==> src/sv/ili_pkg.sv <==
// ----------------------------------------------------------------------------
// ili_pkg
// Shared types and codes for the positional insert/delete list.
// ----------------------------------------------------------------------------
package ili_pkg;

    localparam logic [2:0] OP_APPEND    = 3'd0;
    localparam logic [2:0] OP_INSERT    = 3'd1;
    localparam logic [2:0] OP_OVERWRITE = 3'd2;
    localparam logic [2:0] OP_DELETE    = 3'd3;
    localparam logic [2:0] OP_READ      = 3'd4;

    localparam logic [1:0] ST_OK    = 2'd0;
    localparam logic [1:0] ST_RANGE = 2'd1;
    localparam logic [1:0] ST_FULL  = 2'd2;

    typedef struct packed {
        logic [2:0]  operation;
        logic [6:0]  position;
        logic [31:0] value;
    } req_item_t;

    typedef struct packed {
        logic [31:0] data_out;
        logic [1:0]  status;
        logic [6:0]  length;
    } rsp_item_t;

    // per-item command broadcast to every cell; set only for a successful item
    typedef struct packed {
        logic app;
        logic ins;
        logic ovw;
        logic del;
    } cell_cmd_t;

endpackage

==> src/sv/ili_cell.sv <==
// ----------------------------------------------------------------------------
// ili_cell
// One list entry: takes the new word, its left or right neighbor, or holds.
// ----------------------------------------------------------------------------
module ili_cell
    import ili_pkg::*;
#(
    parameter int DATA_WIDTH = 32,
    parameter int PW         = 7,
    parameter int INDEX      = 0
)
(
    input  logic                  clk,
    input  cell_cmd_t             cmd,
    input  logic [PW-1:0]         pos,
    input  logic [PW-1:0]         cnt,
    input  logic [DATA_WIDTH-1:0] value,
    input  logic [DATA_WIDTH-1:0] left,
    input  logic [DATA_WIDTH-1:0] right,
    output logic [DATA_WIDTH-1:0] data,
    output logic                  hit
);

    localparam logic [PW-1:0] IDX = PW'(INDEX);

    logic [DATA_WIDTH-1:0] data_reg;
    logic [DATA_WIDTH-1:0] data_next;
    logic                  at_pos;
    logic                  above_pos;
    logic                  at_end;

    assign at_pos    = (IDX == pos);
    assign above_pos = (IDX > pos);
    assign at_end    = (IDX == cnt);

    always_comb
    begin
        data_next = data_reg;
        priority if (cmd.app && at_end)
            data_next = value;
        else if (cmd.ins && above_pos)
            data_next = left;
        else if ((cmd.ins || cmd.ovw) && at_pos)
            data_next = value;
        else if (cmd.del && (above_pos || at_pos))
            data_next = right;
    end

    always_ff @(posedge clk)
    begin
        data_reg <= data_next;
    end

    assign data = data_reg;
    assign hit  = at_pos;

endmodule

==> config.mk <==
export PLATFORM = sky130hd
export DESIGN_NAME = ili_cell
export DESIGN_NICKNAME = d
export VERILOG_FILES = /design/src/sv/ili_pkg.sv /design/src/sv/ili_cell.sv
export SDC_FILE = /design/constraint.sdc
export NUM_CORES = 1
export LEC_CHECK = 0
export BUFFER_PORTS_ARGS = -buffer_cell sky130_fd_sc_hd__buf_2
export CAP_MARGIN = 30
export CORE_ASPECT_RATIO = 1.1
export CORE_MARGIN = 4
export CORE_UTILIZATION = 37
export DETAILED_ROUTE_END_ITERATION = 12
export MAX_ROUTING_LAYER = met4
export PLACE_DENSITY = 0.92
export SLEW_MARGIN = 20
export SYNTH_ARGS = -nofsm -noshare
export SYNTH_HDL_FRONTEND = slang
export SYNTH_SLANG_ARGS = --single-unit
==> constraint.sdc <==
create_clock -name clk -period 2.7 [get_ports clk]
set_input_delay 0.54 -clock clk [delete_from_list [all_inputs] [get_ports clk]]
set_output_delay 0.54 -clock clk [all_outputs]
set_load 0.02 [all_outputs]
# ---- After elaboration in Yosys (flattened, before gate mapping)
# Cells that the tools add are included.
# Widths: inputs -> output; s select.
dict set report word_totals {
  ff_bits 32
  inputBits 115
  word_cells 15
}
dict set report op_classes {
  order_cmp 1
  mux 4
  n_reduce_logical 9
}
# op n
set op_table {}
lappend op_table {{$mux 32} 4}
lappend op_table {{$logic_not 7->1} 2}
lappend op_table {{$gt 1x7->1 const A} 1}
lappend op_table {{$logic_and 1x1->1} 4}
lappend op_table {{$reduce_bool 4->1} 1}
lappend op_table {{$logic_or 1x1->1} 2}

# ---- Depth between registers and ports, before layout
dict set report depth {
  ltp_word 7
  mapped_depth 6
  mapped_depth_nobuf 4
}

# ---- Least setup slack after synthesis
# OpenSTA, ideal clock, no wires.
dict set report synth_path {
  path_kind {input-to-reg}
  start {input pos[4]}
  end {register data_reg[0] (netlist: data[0]) (enable)}
  setup_ps 374
  arrival_time_ps 2346
  required_ps 2326
  path_slack_ps -20
  stages 6
  n_path_buf 2
  path_cell_list {or4_4 -> nor4_4 -> a22o_2 -> buf_6 -> buf_12 -> a21o_2}
}
dict set report synth_between {
  elab_chain_cells 4
  word_cells_on_any_way 7
}
# element line
set synth_rtl {}
lappend synth_rtl {{from (decl)} ili_cell.sv:15} ;# input logic [PW-1:0] pos,
lappend synth_rtl {{$logic_not 7->1 *} ili_cell.sv:32} ;# assign at_pos = (IDX == pos);
lappend synth_rtl {{named net hit} ili_cell.sv:21} ;# output logic hit
lappend synth_rtl {{$logic_or 1x1->1} ili_cell.sv:45} ;# else if (cmd.del && (above_pos || at_pos))
lappend synth_rtl {{$logic_and 1x1->1} ili_cell.sv:45}
lappend synth_rtl {{$reduce_bool 4->1 (no line) *} n/a}
lappend synth_rtl {{to (signal assigned)} ili_cell.sv:51} ;# data_reg <= data_next;
lappend synth_rtl {{to (decl)} ili_cell.sv:26} ;# logic [DATA_WIDTH-1:0] data_reg;
# The timed path passes the listed nets; every way through them passes the cells marked *.
# A chain may end at the register's enable or synchronous reset.

# ---- Worst setup path in the final report
dict set report layout_path {
  start {input pos[4]}
  end {output hit}
}
dict set report layout_between {
  elab_chain_cells 1
}
# element line
set layout_rtl {}
lappend layout_rtl {{$logic_not 7->1} ili_cell.sv:32}
lappend layout_rtl {{to (decl)} ili_cell.sv:21}
# Every way passes these cells.

==> metrics.md <==
| Metric | Value |
|---|---|
| Top-area cell type share of the netlist area | 61.0% |
| Internal power | 814 uW |
| WL/cell | 15.3 um |
| Avg Inst Size Synth | 21.0 um2 |
| Post-CTS Hold Buffers | 0 |
| Worst min path class | in -> reg |
| Area delta synth->final | 43.9% |
| Clock slew at reported path FFs | 0.07 ns |
| I/O Buffers | 115 |
| Largest net degree at the start of global routing | 33 |
| RD Place Congestion | 0.689 |
| Unique masters post-synth | 12 |
| Syn Nets | 190 |
| Total die area | 5360 um2 |
| Sw Share | 19.7% |
| Max-Cap Viols | 0 |
| CTS tree | done |
| Number of synthesized flops with an enable pin | 32 |
| Crit end category | primary output |
| CORE AREA | 4020 um2 |
| CP startpoint | pos[4] |
| Vias per inst | 4.52 |
| Max-Slew Margin vs Limit | 74.2% |
| Area contributors post-synth | edfxtp_1 (61%), mux2_4 (28%), buf_12 (3.8%), mux2_2 (2.1%), nor4_4 (1.4%) |
| Synth Flop Type | edfxtp_1 |
| CTS resizes | 0 |
| Slew Viols, Final | 0 |
| Clock share of power | 33.2% |
| Synth area leader | edfxtp_1 |
| Worst Setup EP | hit |
| Critical Path RT | 2.16 ns |
| F_max | 454 MHz |
| Total global routing overflow | 0 |
| Initial antenna violation count | 0 |
| Clk buf depth | 2 |
| Synth top cells by count | edfxtp_1 (32), mux2_4 (29), buf_12 (3), mux2_2 (3) |
| Worst Max-Slew Pin Slew | 0.387 ns |
| TritonCTS Sinks | 32 |
| Wirelength, routed | 3800 um |
| Crit path launch type | input pin |
| I/O pins | 148 |
| Type of the worst setup path | in -> out |
| Fraction of layout cells with a size suffix above 1 | 81.2% |
| Pre-antenna DRT Iters | 4 |
| Post-synthesis sequential area ratio | 61.0% |
| CTS H-Tree Depth | 2 |
| Leakage | 1.03 nW |
| Final setup violation count | 0 |
| Worst EP arrival | 1.66 ns |
| Seq pwr share | 54.8% |
| CTS Root Cell | clkbuf_8 |
| Crit path max fanout | 2 |
| Width of the chip | 70.2 um |
| Vias | 1126 |
| Fill count | 367 |
| Gate Count Post-Synth | 75 |
| Final nets | 311 |
| CTS Buf Count | 5 |
| VDD IR max | 0.310 mV |
| Outcome | finished, final reports clean |
| First-pass GRT wire length | 5870 um |
| Die H | 76.4 um |
| Sw power | 199 uW |
| Antenna-violating nets left | 0 |
| Remaining DRCs | 0 |
| Period utilization | 81.5% |
| Number of flip-flops in the largest register | 32 |
| Async SR Flop Fraction | 0% |
| Setup TNS Final | 0 ns |
| Unrepaired setup endpoints after global routing | false |
| Setup Fix Bufs, Post-CTS | 0 |
| Total Power | 1.01 mW |
| Row count | 24 |
| Comb power frac | 12.0% |
| Fin Hold WS | 0.558 ns |
| Antenna cells | 0 |
| Vias in the first global route | 1297 |
| Synth Warn # | 0 |
| Post-synthesis register bit count | 32 |
| Initial Util | 39.1% |
| Iter 0 DRT Violations | 18 |
| Total GRT Usage | 14.8% |
| Top-count cell post-synth | edfxtp_1 |
| Power per Cell Area | 447 nW/um2 |
| Hpwl dp | 3160 um |
| Minimum clock period | 2.20 ns |
| Hold_sp | value[3] |
| Final hold violation count | 0 |
| Post-Syn Area | 1570 um2 |
critical path: stages:
cell    delay (ns)
buf_2         0.09
or4_4         0.54
nor4_4        0.16
buf_4         0.16
buf_2         0.16
logic make-up (layout without fill, tap and decap cells):
| group | after synthesis | after routing | synth area share, % |
|---|---|---|---|
| muxes | 32 | 32 | 29.8 |
| DFF | 32 | 32 | 61.0 |
| AOI/OAI and AO/OA | 2 | 2 | 1.19 |
| buffers and inverters | 4 | 126 | 4.53 |
| and+or+nand+nor | 5 | 5 | 3.42 |
routing by layer:
layer / up-vias / part of all wire (%) / routed length, um / track usage [%]
met5: - / 0 / 0 / -
met4: 0 / 1.1 / 43 / 4.02
met3: 6 / 9.7 / 367 / 6.07
met2: 69 / 55 / 2100 / 27.9
met1: 513 / 34 / 1290 / 13.4
li1: 538 / - / - / -
worst min path at each step:
| stage | end | slack (ns) | cells after the start |
|---|---|---|---|
| floorplan | data[10] | 0.76 | 1 |
| global placement | data[26] | 0.84 | 2 |
| detailed placement | data[30] | 0.84 | 2 |
| CTS | data[3] | 0.55 | 2 |
| global route | data[11] | 0.55 | 2 |
| finish | data[3] | 0.56 | 2 |
power by group through the flow:
stage                     logic (mW)  registers (mW)  clock network [mW]
after CTS                      0.123           0.555               0.349
after global routing           0.133           0.555               0.365
final                          0.122           0.555               0.337
after floorplan               0.0454           0.574                   0
after global placement         0.117           0.566                   0
after detailed placement       0.123           0.566                   0
placed cells by master, fill, tap and decap left out, drive strengths merged:
| cell | instances |
|---|---|
| clkinv | 1 |
| nor4b | 1 |
| buf | 118 |
| or2 | 1 |
| a22o | 1 |
| mux2 | 32 |
| or4 | 1 |
| a21o | 1 |
| nor4 | 2 |
| edfxtp | 32 |
| clkbuf | 7 |
metrics by stage:
step	instance area [um2]	instances	util (%)	setup slack, ns
final	2260	249	56.3	0.499
after global routing	2260	249	56.3	0.446
after CTS	2260	249	56.3	0.487
after detailed placement	2180	241	54.3	0.213
after global placement	2180	241	54.3	0.235
after floorplan	1580	75	-	0.151
layout make-up:
class | instances | area [um2] | area share, %
Tap cell | 52 | 65.1 | 2.87
Clock inverter | 1 | 3.75 | 0.166
Timing Repair Buffer | 118 | 611 | 27.0
Sequential cell | 32 | 961 | 42.4
Clock buffer | 7 | 76.3 | 3.37
Multi-Input combinational cell | 39 | 548 | 24.2
Power figures use the tool's default switching activity.
